==> src/hdl/rtbf_pkg.sv <==
// Shared types and constants for the record-to-block framer.
`timescale 1ns / 1ps

package rtbf_pkg;

    // Largest block the design is built for (bytes).
    localparam int unsigned MAX_BLOCK_BYTES_DEF = 4194304;
    // Smallest block capacity honored; smaller settings saturate here.
    localparam int unsigned MIN_CAPACITY        = 24;
    // Block capacity after reset, before saturation to the build maximum.
    localparam int unsigned CAP_RESET_RAW       = 64512;
    // Width of the block capacity register as written.
    localparam int unsigned CAP_CFG_W           = 23;
    // Entries in the queue between front and back.
    localparam int unsigned QUEUE_DEPTH         = 2;

    // Header lengths in bytes.
    localparam logic [4:0] HDR_LEN_FULL  = 5'd20;
    localparam logic [4:0] HDR_LEN_SHORT = 5'd12;

    // Header format codes.
    localparam logic FMT_FULL  = 1'b0;
    localparam logic FMT_SHORT = 1'b1;

    // Configuration register indexes.
    localparam logic REG_BLOCK_CAPACITY = 1'b0;
    localparam logic REG_HEADER_FORMAT  = 1'b1;

    // Record phase between input beats.
    typedef enum logic [1:0] {
        PH_IDLE,
        PH_DATA,
        PH_CONT
    } phase_t;

    // Back-end sequencer state.
    typedef enum logic [1:0] {
        BK_IDLE,
        BK_HEAD,
        BK_CONT,
        BK_DATA
    } back_state_t;

    // One classified input beat as it travels through the queue.
    typedef struct packed {
        logic               first;
        logic [7:0]         data_byte;
        logic [31:0]        session_id;
        logic [31:0]        session_time;
        logic signed [31:0] file_index;
        logic [30:0]        stream_id;
        logic [31:0]        record_length;
    } cmd_t;

    // One result beat.
    typedef struct packed {
        logic [7:0] out_byte;
        logic       byte_present;
        logic       end_of_block;
        logic       record_done;
        logic       last_of_run;
    } beat_t;

    // Queue push side (front to queue).
    typedef struct packed {
        logic push;
        cmd_t cmd;
    } push_t;

    // Queue head (queue to back).
    typedef struct packed {
        logic valid;
        cmd_t cmd;
    } head_t;

endpackage

==> src/hdl/record_to_block_framer_core.sv <==
// Top level of the record-to-block framer: config registers and the front/queue/back chain.
`timescale 1ns / 1ps

//  Channel  | Direction | Handshake             | Payload
//  ---------+-----------+-----------------------+------------------------------------------
//  in       | input     | in_valid / in_ready   | first_byte, session_id, session_time,
//           |           |                       | file_index, stream_id, record_length,
//           |           |                       | data_byte
//  out      | output    | out_valid / out_ready | out_byte, byte_present, end_of_block,
//           |           |                       | record_done, last_of_run
//  cfg      | input     | cfg_valid / cfg_ready | cfg_addr (register index), cfg_data
//
//  Result beats leave one per cycle unless out_ready or a field latch holds them; a plain
//  data byte gives one result beat. A data beat that first needs a close or continuation
//  header gives one result beat per header byte and close; a beat that opens a record first
//  latches its fields (up to 41 result beats), and every beat reaches the output register
//  through the queue.
//  Reset (rst_n low, asynchronous) empties the queue, closes any record and restores
//  capacity 64512 (saturated to the build maximum) and the 20-byte header.
//  The two-entry queue lets the front keep accepting beats, until it fills, while the back
//  stalls on out_ready; cfg_ready is always high.

module record_to_block_framer_core #(
    parameter int unsigned MAX_BLOCK_BYTES = rtbf_pkg::MAX_BLOCK_BYTES_DEF
)
(
    input  logic                                clk,
    input  logic                                rst_n,
    // Input beats
    input  logic                                in_valid,
    output logic                                in_ready,
    input  logic                                first_byte,
    input  logic [31:0]                         session_id,
    input  logic [31:0]                         session_time,
    input  logic signed [31:0]                  file_index,
    input  logic [30:0]                         stream_id,
    input  logic [31:0]                         record_length,
    input  logic [7:0]                          data_byte,
    // Result beats
    output logic                                out_valid,
    input  logic                                out_ready,
    output logic [7:0]                          out_byte,
    output logic                                byte_present,
    output logic                                end_of_block,
    output logic                                record_done,
    output logic                                last_of_run,
    // Configuration writes
    input  logic                                cfg_valid,
    output logic                                cfg_ready,
    input  logic                                cfg_addr,
    input  logic [rtbf_pkg::CAP_CFG_W-1:0]      cfg_data
);
    import rtbf_pkg::*;

    // Fill counter and capacity width: wide enough to hold the largest block.
    localparam int unsigned FILL_W = $clog2(MAX_BLOCK_BYTES + 1);
    localparam int unsigned CAP_RESET = (CAP_RESET_RAW > MAX_BLOCK_BYTES) ?
                                        MAX_BLOCK_BYTES : CAP_RESET_RAW;

    logic [FILL_W-1:0] cap_reg;
    logic [FILL_W-1:0] cap_next;
    logic              fmt_reg;
    logic              fmt_next;
    logic [31:0]       cap_wide;
    logic [FILL_W-1:0] cap_sat;
    logic              cfg_write;

    cmd_t  in_cmd;
    push_t q_push;
    head_t q_head;
    logic  q_full;
    logic  pop;
    beat_t out_beat;

    // Configuration: always ready; saturate capacity once at write time.
    assign cfg_ready = 1'b1;
    assign cfg_write = cfg_valid && cfg_ready;
    assign cap_wide  = 32'(cfg_data);

    always_comb
    begin
        if (cap_wide < 32'(MIN_CAPACITY))
        begin
            cap_sat = FILL_W'(MIN_CAPACITY);
        end
        else if (cap_wide > 32'(MAX_BLOCK_BYTES))
        begin
            cap_sat = FILL_W'(MAX_BLOCK_BYTES);
        end
        else
        begin
            cap_sat = FILL_W'(cap_wide);
        end
    end

    always_comb
    begin
        cap_next = cap_reg;
        fmt_next = fmt_reg;
        if (cfg_write)
        begin
            case (cfg_addr)
                REG_BLOCK_CAPACITY: cap_next = cap_sat;
                REG_HEADER_FORMAT:  fmt_next = cfg_data[0];
                default:            cap_next = cap_reg;
            endcase
        end
    end

    always_ff @(posedge clk or negedge rst_n)
    begin
        if (!rst_n)
        begin
            cap_reg <= FILL_W'(CAP_RESET);
            fmt_reg <= FMT_FULL;
        end
        else
        begin
            cap_reg <= cap_next;
            fmt_reg <= fmt_next;
        end
    end

    // Bundle the input beat for the queue.
    assign in_cmd.first         = first_byte;
    assign in_cmd.data_byte     = data_byte;
    assign in_cmd.session_id    = session_id;
    assign in_cmd.session_time  = session_time;
    assign in_cmd.file_index    = file_index;
    assign in_cmd.stream_id     = stream_id;
    assign in_cmd.record_length = record_length;

    // Front: classify and drop stray bytes.
    rtbf_front u_front
    (
        .clk      (clk),
        .rst_n    (rst_n),
        .in_valid (in_valid),
        .in_ready (in_ready),
        .in_cmd   (in_cmd),
        .q_full   (q_full),
        .q_push   (q_push)
    );

    // Queue: decouple the front from back-end stalls.
    rtbf_queue u_queue
    (
        .clk    (clk),
        .rst_n  (rst_n),
        .q_push (q_push),
        .q_full (q_full),
        .pop    (pop),
        .q_head (q_head)
    );

    // Back: emit header, close and data beats.
    rtbf_back #(
        .FILL_W (FILL_W)
    ) u_back
    (
        .clk       (clk),
        .rst_n     (rst_n),
        .cap       (cap_reg),
        .hdr_fmt   (fmt_reg),
        .q_head    (q_head),
        .pop       (pop),
        .out_valid (out_valid),
        .out_ready (out_ready),
        .out_beat  (out_beat)
    );

    assign out_byte     = out_beat.out_byte;
    assign byte_present = out_beat.byte_present;
    assign end_of_block = out_beat.end_of_block;
    assign record_done  = out_beat.record_done;
    assign last_of_run  = out_beat.last_of_run;

endmodule

==> src/hdl/rtbf_front.sv <==
// Front end: accepts input beats, tracks open records and drops stray bytes.
`timescale 1ns / 1ps

module rtbf_front
(
    input  logic            clk,
    input  logic            rst_n,
    input  logic            in_valid,
    output logic            in_ready,
    input  rtbf_pkg::cmd_t  in_cmd,
    input  logic            q_full,
    output rtbf_pkg::push_t q_push
);
    import rtbf_pkg::*;

    logic [31:0] left_reg;
    logic [31:0] left_next;
    logic        accept;
    logic        keep;

    assign in_ready = !q_full;
    assign accept   = in_valid && in_ready;
    // A byte with no open record causes nothing: drop it here.
    assign keep     = in_cmd.first || (left_reg != 32'd0);

    assign q_push.push = accept && keep;
    assign q_push.cmd  = in_cmd;

    // Every kept beat carries one data byte unless the record is empty.
    always_comb
    begin
        left_next = left_reg;
        if (accept)
        begin
            if (in_cmd.first)
            begin
                left_next = (in_cmd.record_length != 32'd0) ?
                            in_cmd.record_length - 32'd1 : 32'd0;
            end
            else if (left_reg != 32'd0)
            begin
                left_next = left_reg - 32'd1;
            end
        end
    end

    always_ff @(posedge clk or negedge rst_n)
    begin
        if (!rst_n)
        begin
            left_reg <= 32'd0;
        end
        else
        begin
            left_reg <= left_next;
        end
    end

endmodule

==> src/hdl/rtbf_queue.sv <==
// Short command queue between the front end and the back end.
`timescale 1ns / 1ps

module rtbf_queue
(
    input  logic            clk,
    input  logic            rst_n,
    input  rtbf_pkg::push_t q_push,
    output logic            q_full,
    input  logic            pop,
    output rtbf_pkg::head_t q_head
);
    import rtbf_pkg::*;

    localparam int unsigned PTR_W = (QUEUE_DEPTH > 1) ? $clog2(QUEUE_DEPTH) : 1;
    localparam int unsigned CNT_W = $clog2(QUEUE_DEPTH + 1);
    localparam logic [PTR_W-1:0] LAST_PTR = PTR_W'(QUEUE_DEPTH - 1);
    localparam logic [CNT_W-1:0] FULL_CNT = CNT_W'(QUEUE_DEPTH);

    cmd_t             entry_reg [QUEUE_DEPTH];
    logic [PTR_W-1:0] wr_ptr_reg;
    logic [PTR_W-1:0] wr_ptr_next;
    logic [PTR_W-1:0] rd_ptr_reg;
    logic [PTR_W-1:0] rd_ptr_next;
    logic [CNT_W-1:0] count_reg;
    logic [CNT_W-1:0] count_next;
    logic             do_push;
    logic             do_pop;

    assign q_full       = (count_reg == FULL_CNT);
    assign q_head.valid = (count_reg != '0);
    assign q_head.cmd   = entry_reg[rd_ptr_reg];

    assign do_push = q_push.push && !q_full;
    assign do_pop  = pop && q_head.valid;

    always_comb
    begin
        wr_ptr_next = wr_ptr_reg;
        rd_ptr_next = rd_ptr_reg;
        count_next  = count_reg;
        if (do_push)
        begin
            wr_ptr_next = (wr_ptr_reg == LAST_PTR) ? '0 : wr_ptr_reg + PTR_W'(1);
        end
        if (do_pop)
        begin
            rd_ptr_next = (rd_ptr_reg == LAST_PTR) ? '0 : rd_ptr_reg + PTR_W'(1);
        end
        if (do_push && !do_pop)
        begin
            count_next = count_reg + CNT_W'(1);
        end
        else if (do_pop && !do_push)
        begin
            count_next = count_reg - CNT_W'(1);
        end
    end

    always_ff @(posedge clk or negedge rst_n)
    begin
        if (!rst_n)
        begin
            wr_ptr_reg <= '0;
            rd_ptr_reg <= '0;
            count_reg  <= '0;
        end
        else
        begin
            wr_ptr_reg <= wr_ptr_next;
            rd_ptr_reg <= rd_ptr_next;
            count_reg  <= count_next;
        end
    end

    always_ff @(posedge clk)
    begin
        if (do_push)
        begin
            entry_reg[wr_ptr_reg] <= q_push.cmd;
        end
    end

endmodule

==> src/hdl/rtbf_back.sv <==
// Back end: sequences header, close and data beats into the output register.
`timescale 1ns / 1ps

module rtbf_back #(
    parameter int unsigned FILL_W = 23
)
(
    input  logic            clk,
    input  logic            rst_n,
    input  logic [FILL_W-1:0] cap,
    input  logic            hdr_fmt,
    input  rtbf_pkg::head_t q_head,
    output logic            pop,
    output logic            out_valid,
    input  logic            out_ready,
    output rtbf_pkg::beat_t out_beat
);
    import rtbf_pkg::*;

    typedef struct packed {
        beat_t       beat;
        logic        done;
        back_state_t st_nxt;
        logic [4:0]  hcnt_nxt;
        logic [FILL_W-1:0] fill_nxt;
        logic [31:0] left_nxt;
        phase_t      phase_nxt;
    } decision_t;

    back_state_t       state_reg;
    back_state_t       state_next;
    phase_t            phase_reg;
    logic [4:0]        hcnt_reg;
    logic [FILL_W-1:0] fill_reg;
    logic [31:0]       left_reg;
    logic [7:0]        byte_reg;
    logic [31:0]       sid_reg;
    logic [31:0]       stime_reg;
    logic [31:0]       fidx_reg;
    logic [30:0]       stream_reg;
    logic              out_valid_reg;
    beat_t             out_beat_reg;

    logic              slot_free;
    logic              load;
    logic              take;
    logic              fire;
    back_state_t       cur_st;
    logic [7:0]        cur_byte;
    logic [4:0]        hlen;
    logic              hdr_last;
    logic [FILL_W:0]   fill_inc;
    logic              no_fit;
    logic              full;
    logic [31:0]       left_dec;
    logic [2:0]        widx;
    logic [31:0]       stream_word;
    logic [31:0]       hdr_word;
    logic [7:0]        hdr_byte;
    logic              to_data;
    decision_t         dec;

    assign slot_free = !out_valid_reg || out_ready;
    // A new record first latches its header fields; no beat fires while it does.
    assign load      = (state_reg == BK_IDLE) && q_head.valid && q_head.cmd.first;
    assign take      = (state_reg == BK_IDLE) && q_head.valid && !q_head.cmd.first;
    assign fire      = ((state_reg != BK_IDLE) || take) && slot_free;
    assign pop       = load || (take && slot_free);

    always_comb
    begin
        if (state_reg != BK_IDLE)
        begin
            cur_st = state_reg;
        end
        else if (phase_reg == PH_CONT)
        begin
            cur_st = BK_CONT;
        end
        else
        begin
            cur_st = BK_DATA;
        end
    end

    assign cur_byte = (state_reg != BK_IDLE) ? byte_reg : q_head.cmd.data_byte;
    assign hlen     = (hdr_fmt == FMT_SHORT) ? HDR_LEN_SHORT : HDR_LEN_FULL;
    assign hdr_last = (hcnt_reg == hlen - 5'd1);
    assign fill_inc = {1'b0, fill_reg} + (FILL_W + 1)'(1);
    assign no_fit   = ({1'b0, fill_reg} + (FILL_W + 1)'(hlen)) > {1'b0, cap};
    assign full     = (fill_reg >= cap);
    assign left_dec = left_reg - 32'd1;

    // Header words in order: session id, session time, file index, stream, left.
    assign widx        = hcnt_reg[4:2] + ((hdr_fmt == FMT_SHORT) ? 3'd2 : 3'd0);
    assign stream_word = (cur_st == BK_HEAD) ? {1'b0, stream_reg}
                                             : 32'd0 - {1'b0, stream_reg};

    always_comb
    begin
        case (widx)
            3'd0:    hdr_word = sid_reg;
            3'd1:    hdr_word = stime_reg;
            3'd2:    hdr_word = fidx_reg;
            3'd3:    hdr_word = stream_word;
            3'd4:    hdr_word = left_reg;
            default: hdr_word = 32'd0;
        endcase
    end

    always_comb
    begin
        case (hcnt_reg[1:0])
            2'd0:    hdr_byte = hdr_word[31:24];
            2'd1:    hdr_byte = hdr_word[23:16];
            2'd2:    hdr_byte = hdr_word[15:8];
            default: hdr_byte = hdr_word[7:0];
        endcase
    end

    // Beat decision for the current step.
    always_comb
    begin
        dec           = '0;
        dec.st_nxt    = cur_st;
        dec.hcnt_nxt  = hcnt_reg;
        dec.fill_nxt  = fill_reg;
        dec.left_nxt  = left_reg;
        dec.phase_nxt = phase_reg;
        to_data       = 1'b0;
        case (cur_st)
            BK_HEAD, BK_CONT:
            begin
                if ((hcnt_reg == 5'd0) && no_fit)
                begin
                    // Header does not fit: close the block with no byte.
                    dec.beat.end_of_block = 1'b1;
                    dec.fill_nxt          = '0;
                end
                else
                begin
                    dec.beat.out_byte     = hdr_byte;
                    dec.beat.byte_present = 1'b1;
                    dec.fill_nxt          = fill_inc[FILL_W-1:0];
                    dec.hcnt_nxt          = hcnt_reg + 5'd1;
                    if (hdr_last)
                    begin
                        dec.hcnt_nxt = 5'd0;
                        if (fill_inc >= {1'b0, cap})
                        begin
                            dec.beat.end_of_block = 1'b1;
                            dec.fill_nxt          = '0;
                            dec.st_nxt            = (cur_st == BK_HEAD) ? BK_CONT : BK_DATA;
                            to_data               = (cur_st == BK_CONT);
                        end
                        else
                        begin
                            dec.st_nxt = BK_DATA;
                            to_data    = 1'b1;
                        end
                        if (to_data && (left_reg == 32'd0))
                        begin
                            dec.beat.record_done = 1'b1;
                            dec.beat.last_of_run = 1'b1;
                            dec.done             = 1'b1;
                            dec.phase_nxt        = PH_IDLE;
                        end
                    end
                end
            end
            BK_DATA:
            begin
                if (full)
                begin
                    dec.beat.end_of_block = 1'b1;
                    dec.fill_nxt          = '0;
                    dec.st_nxt            = BK_CONT;
                end
                else
                begin
                    dec.beat.out_byte     = cur_byte;
                    dec.beat.byte_present = 1'b1;
                    dec.beat.last_of_run  = 1'b1;
                    dec.done              = 1'b1;
                    dec.fill_nxt          = fill_inc[FILL_W-1:0];
                    dec.left_nxt          = left_dec;
                    if (left_dec == 32'd0)
                    begin
                        dec.beat.record_done = 1'b1;
                        dec.phase_nxt        = PH_IDLE;
                    end
                    else if (fill_inc >= {1'b0, cap})
                    begin
                        dec.beat.end_of_block = 1'b1;
                        dec.fill_nxt          = '0;
                        dec.phase_nxt         = PH_CONT;
                    end
                    else
                    begin
                        dec.phase_nxt = PH_DATA;
                    end
                end
            end
            default:
            begin
                dec.st_nxt = cur_st;
            end
        endcase
    end

    always_comb
    begin
        state_next = state_reg;
        if (load)
        begin
            state_next = BK_HEAD;
        end
        else if (fire)
        begin
            state_next = dec.done ? BK_IDLE : dec.st_nxt;
        end
    end

    always_ff @(posedge clk or negedge rst_n)
    begin
        if (!rst_n)
        begin
            state_reg     <= BK_IDLE;
            phase_reg     <= PH_IDLE;
            hcnt_reg      <= 5'd0;
            fill_reg      <= '0;
            left_reg      <= 32'd0;
            out_valid_reg <= 1'b0;
        end
        else
        begin
            state_reg <= state_next;
            if (load)
            begin
                hcnt_reg <= 5'd0;
                left_reg <= q_head.cmd.record_length;
            end
            else if (fire)
            begin
                hcnt_reg  <= dec.hcnt_nxt;
                fill_reg  <= dec.fill_nxt;
                left_reg  <= dec.left_nxt;
                phase_reg <= dec.phase_nxt;
            end
            if (slot_free)
            begin
                out_valid_reg <= fire;
            end
        end
    end

    always_ff @(posedge clk)
    begin
        if (load)
        begin
            sid_reg    <= q_head.cmd.session_id;
            stime_reg  <= q_head.cmd.session_time;
            fidx_reg   <= q_head.cmd.file_index;
            stream_reg <= q_head.cmd.stream_id;
        end
        if (load || (take && slot_free))
        begin
            byte_reg <= q_head.cmd.data_byte;
        end
        if (fire)
        begin
            out_beat_reg <= dec.beat;
        end
    end

    assign out_valid = out_valid_reg;
    assign out_beat  = out_beat_reg;

    a_hcnt_idle: assert property (@(posedge clk) disable iff (!rst_n)
        state_reg == BK_IDLE |-> hcnt_reg == 5'd0)
        else $error("header counter not cleared between beats");

    a_close_beat: assert property (@(posedge clk) disable iff (!rst_n)
        fire && !dec.beat.byte_present |-> dec.beat.end_of_block && !dec.beat.last_of_run)
        else $error("close-only beat malformed");

    a_front_sync: assert property (@(posedge clk) disable iff (!rst_n)
        state_reg == BK_IDLE && phase_reg == PH_IDLE && q_head.valid |-> q_head.cmd.first)
        else $error("data byte queued with no open record");

    a_done_idle: assert property (@(posedge clk) disable iff (!rst_n)
        fire && dec.beat.record_done |=> phase_reg == PH_IDLE)
        else $error("record finished but phase still open");

endmodule
==> config.mk <==
export PLATFORM = sky130hd
export DESIGN_NAME = record_to_block_framer_core
export DESIGN_NICKNAME = d
export VERILOG_FILES = /design/src/hdl/rtbf_pkg.sv /design/src/hdl/record_to_block_framer_core.sv /design/src/hdl/rtbf_front.sv /design/src/hdl/rtbf_queue.sv /design/src/hdl/rtbf_back.sv
export SDC_FILE = /design/constraint.sdc
export NUM_CORES = 1
export LEC_CHECK = 0
export BUFFER_PORTS_ARGS = -buffer_cell sky130_fd_sc_hd__buf_4
export CORE_MARGIN = 2
export CORE_UTILIZATION = 25
export CTS_BUF_LIST = sky130_fd_sc_hd__clkbuf_4 sky130_fd_sc_hd__clkbuf_8
export DETAILED_ROUTE_END_ITERATION = 8
export REMOVE_ABC_BUFFERS = 1
export SKIP_LAST_GASP = 1
export SYNTH_ARGS = -nofsm -noshare
export SYNTH_HDL_FRONTEND = slang
export SYNTH_HIERARCHICAL = 1
export SYNTH_SLANG_ARGS = --single-unit
==> constraint.sdc <==
create_clock -name clk -period 26.8 [get_ports clk]
set_input_delay 2.68 -clock clk [delete_from_list [all_inputs] [get_ports clk]]
set_output_delay 2.68 -clock clk [all_outputs]
set_load 0.05 [all_outputs]
==> run_results.csv <==
group,metric,value,unit
outcome,status,"complete, no violations",
timing,period_needed,5960,ps
synthesis,ys_seq_area_share,56.8,%
synthesis,synthDistinctLibCells,93,
grt,grt_pass1_wl,127000,um
run,drv_cap,0,
timing,slew_headroom,17.9,%
synthesis,ys_ff_latch,608,
route,top_layer,"met4",
clock_network,cts_resized,0,
min_path,hold_class,"reg2reg",
route,via_per_inst,4.65,
critical_path,crit_end,"u_queue/entry_reg[0][161]",
grt,grt_max_degree,141,
timing,setup_ws,20840,ps
grt,grt_overflow,0,
grt,grt_pass1_vias,19810,
critical_path,rr_worst_depth,19,
layout,final_common_cell,"edfxtp_1",
critical_path,cp_max_fo,133,
timing,slew_viol_final,0,
pwr,ir_drop,0.0982,mV
layout,largest_reg_flops,336,
layout,multi_input_area,11300,um2
critical_path,cp_data_required_time,27180,ps
timing,final-setup-viol-count,0,
critical_path,crit_path_end_kind,"register",
timing,fin_crit_sh,22.2,%
layout,fin_area,35600,um2
clock_network,cts.sinks,608,
synthesis,async_reset_ff_share,20.6,%
placement,dpl.hpwl,59100,um
clock_network,cts_root_buffer,"clkbuf_8",
clock_network,cts_tree,"built",
die,dieWidth,357,um
layout,most-common-layout-cells,"483 x edfxtp_1, 234 x buf_4, 222 x nand2_1, 130 x nor2_1, 119 x o21ai_0",
clock_network,hold_buffers,0,
die,rows,129,
critical_path,regToRegSetupSlack,21250,ps
clock_network,cts-htree-levels,3,
timing,skew,72.9,ps
die,core,123000,um2
critical_path,worstSetupStartpoint,"first_byte",
synthesis,synth-edff-count,483,
pwr,power_density,106,nW/um2
die,fp.dieH,357,um
clock_network,clkTransAtPathRegs,60,ps
placement,dp_slack,20250,ps
timing,finalHoldViolations,0,
synthesis,synth-main-ff-cell,"edfxtp_1",
placement,portBuffers,210,
clock_network,clkLatencyLatePin,840,ps
clock_network,cts_max_path_buffers,3,
placement,place_area,33100,um2
layout,drive_above_1_share,24.2,%
layout,synthToLayoutAreaGrowth,14.4,%
critical_path,startpoint_type,"input pin",
die,start_util,25.2,%
clock_network,cts_inserted_buffers,108,
synthesis,yosysWarningCount,6,
critical_path,path_class,"in2reg",
critical_path,worstPathArrival,6350,ps
timing,rsz0062_at_grt,"no",
route,drt_wl_total,85300,um
die,io_pins,212,
grt,antenna_found_initial,3,
die,die_area,127000,um2
layout,fin_nets,2853,
route,drtPass1Iterations,5,
layout,nFillCells,12639,
clock_network,postCtsSetupRepairBufs,0,
route,wl_met3,4560,um
route,drc,0,
synthesis,netlist_instances,2519,
route,via_count,19980,
grt,grtUsageTotal,13.2,%
synthesis,synth_area_per_cell,12.3,um2
route,drtIter0Drc,1793,
synthesis,syn_area,31100,um2
critical_path,reg2reg_from,"u_back/fill_reg[2]",
placement,routabilityCongestion,0.879,
timing,fmax,168,MHz
layout,seq_area,17600,um2
route,wl_met2,39800,um
route,ant_nets,0,
route,wire_per_inst,19.8,um
timing,worstMarginPinSlew,1230,ps
timing,setup_tns,0,ps
critical_path,reg2reg_to,"u_back/fill_reg[0]",
pwr,p_leak,13.0,nW
route,wl_met1,38500,um
worst max-delay path, cell delays in order:
cell and delay, ps:
buf_4 400, nor4_1 110, nand2_1 150, or4_1 280, nand2_2 280, inv_1 310
nand2_1 200, nor2_4 920, buf_12 450
Yosys cell counts, types with 8 or more instances:
cell | count | area, um2
a21o_1 | 13 | 97.6
a21oi_1 | 71 | 355
a221o_1 | 9 | 90.1
a31oi_1 | 44 | 275
and3_1 | 20 | 125
and4_1 | 11 | 96.3
buf_2 | 22 | 110
buf_4 | 169 | 1270
buf_6 | 17 | 191
clkbuf_1 | 80 | 300
dfrtp_1 | 119 | 2980
edfxtp_1 | 483 | 14500
ha_1 | 83 | 1040
inv_1 | 70 | 263
mux2_2 | 69 | 777
mux2_4 | 101 | 1520
mux2i_1 | 40 | 400
nand2_1 | 222 | 833
nand2b_1 | 19 | 119
nand3_1 | 51 | 255
nand3b_1 | 8 | 60.1
nand4_1 | 40 | 250
nor2_1 | 131 | 492
nor2b_1 | 11 | 68.8
nor3_1 | 51 | 255
nor4_1 | 40 | 250
nor4b_1 | 8 | 70.1
o211ai_1 | 17 | 128
o21a_1 | 8 | 60.1
o21ai_0 | 119 | 596
o21ai_2 | 10 | 87.6
o221ai_1 | 8 | 70.1
o31a_1 | 9 | 78.8
o31ai_1 | 28 | 210
or2_2 | 9 | 56.3
or3_1 | 27 | 169
or4_1 | 14 | 105
xnor2_1 | 64 | 561
xor2_1 | 60 | 526
cell type report:
type / instances / share of cell area, %
antenna: 3 / 0.0211
clock buffer: 147 / 5.09
clock inverter: 49 / 1.80
inverter: 71 / 0.750
multi-input combinational: 1546 / 31.8
sequential: 608 / 49.6
tap: 1637 / 5.76
timing repair buffer: 237 / 5.11
cells by family after synthesis:
kind of cell / count (synthesis) / synth area share (%)
mux: 211 / 8.74
simple gates: 693 / 11.2
flops: 608 / 56.8
buf+inv: 365 / 6.95
xor+xnor: 125 / 3.55
other cells: 1 / 0.0121
fa+ha+maj: 84 / 3.41
compound gates: 432 / 9.39
power by group:
group | leakage (nW) | internal, mW | switching, mW | total [mW]
logic | 5.72 | 0.480 | 0.760 | 1.24
clock network | 1.27 | 0.545 | 0.429 | 0.975
registers | 6.00 | 1.36 | 0.195 | 1.55
metal layers:
layer | global-route usage [%] | vias to the layer above
met5 | 0 | -
met2 | 21.0 | 671
met1 | 18.1 | 9825
met4 | 4.42 | 0
li1 | - | 9346
met3 | 2.40 | 138
worst min-delay path by stage:
stage | startpoint | end | slack, ps | depth (start not counted)
after floorplan | cap_reg[12] | cap_reg[12] | 430 | 2
after global placement | cap_reg[15] | cap_reg[15] | 440 | 2
after detailed placement | cap_reg[13] | cap_reg[13] | 450 | 2
after CTS | cap_reg[12] | cap_reg[12] | 460 | 2
after global routing | cap_reg[12] | cap_reg[12] | 480 | 2
final | cap_reg[12] | cap_reg[12] | 460 | 2
per-stage QoR:
step | cells | util (%) | power [mW] | hold slack, ps
2_1_floorplan | 2225 | - | 2.42 | 435
3_3_place_gp | 4099 | 26.8 | 2.80 | 444
3_5_place_dp | 4099 | 26.8 | 2.82 | 447
4_1_cts | 4295 | 28.8 | 3.81 | 459
5_1_grt | 4296 | 28.8 | 3.98 | 484
6_report | 4298 | 28.8 | 3.77 | 456
No activity file was read; power rests on OpenSTA's default activity.
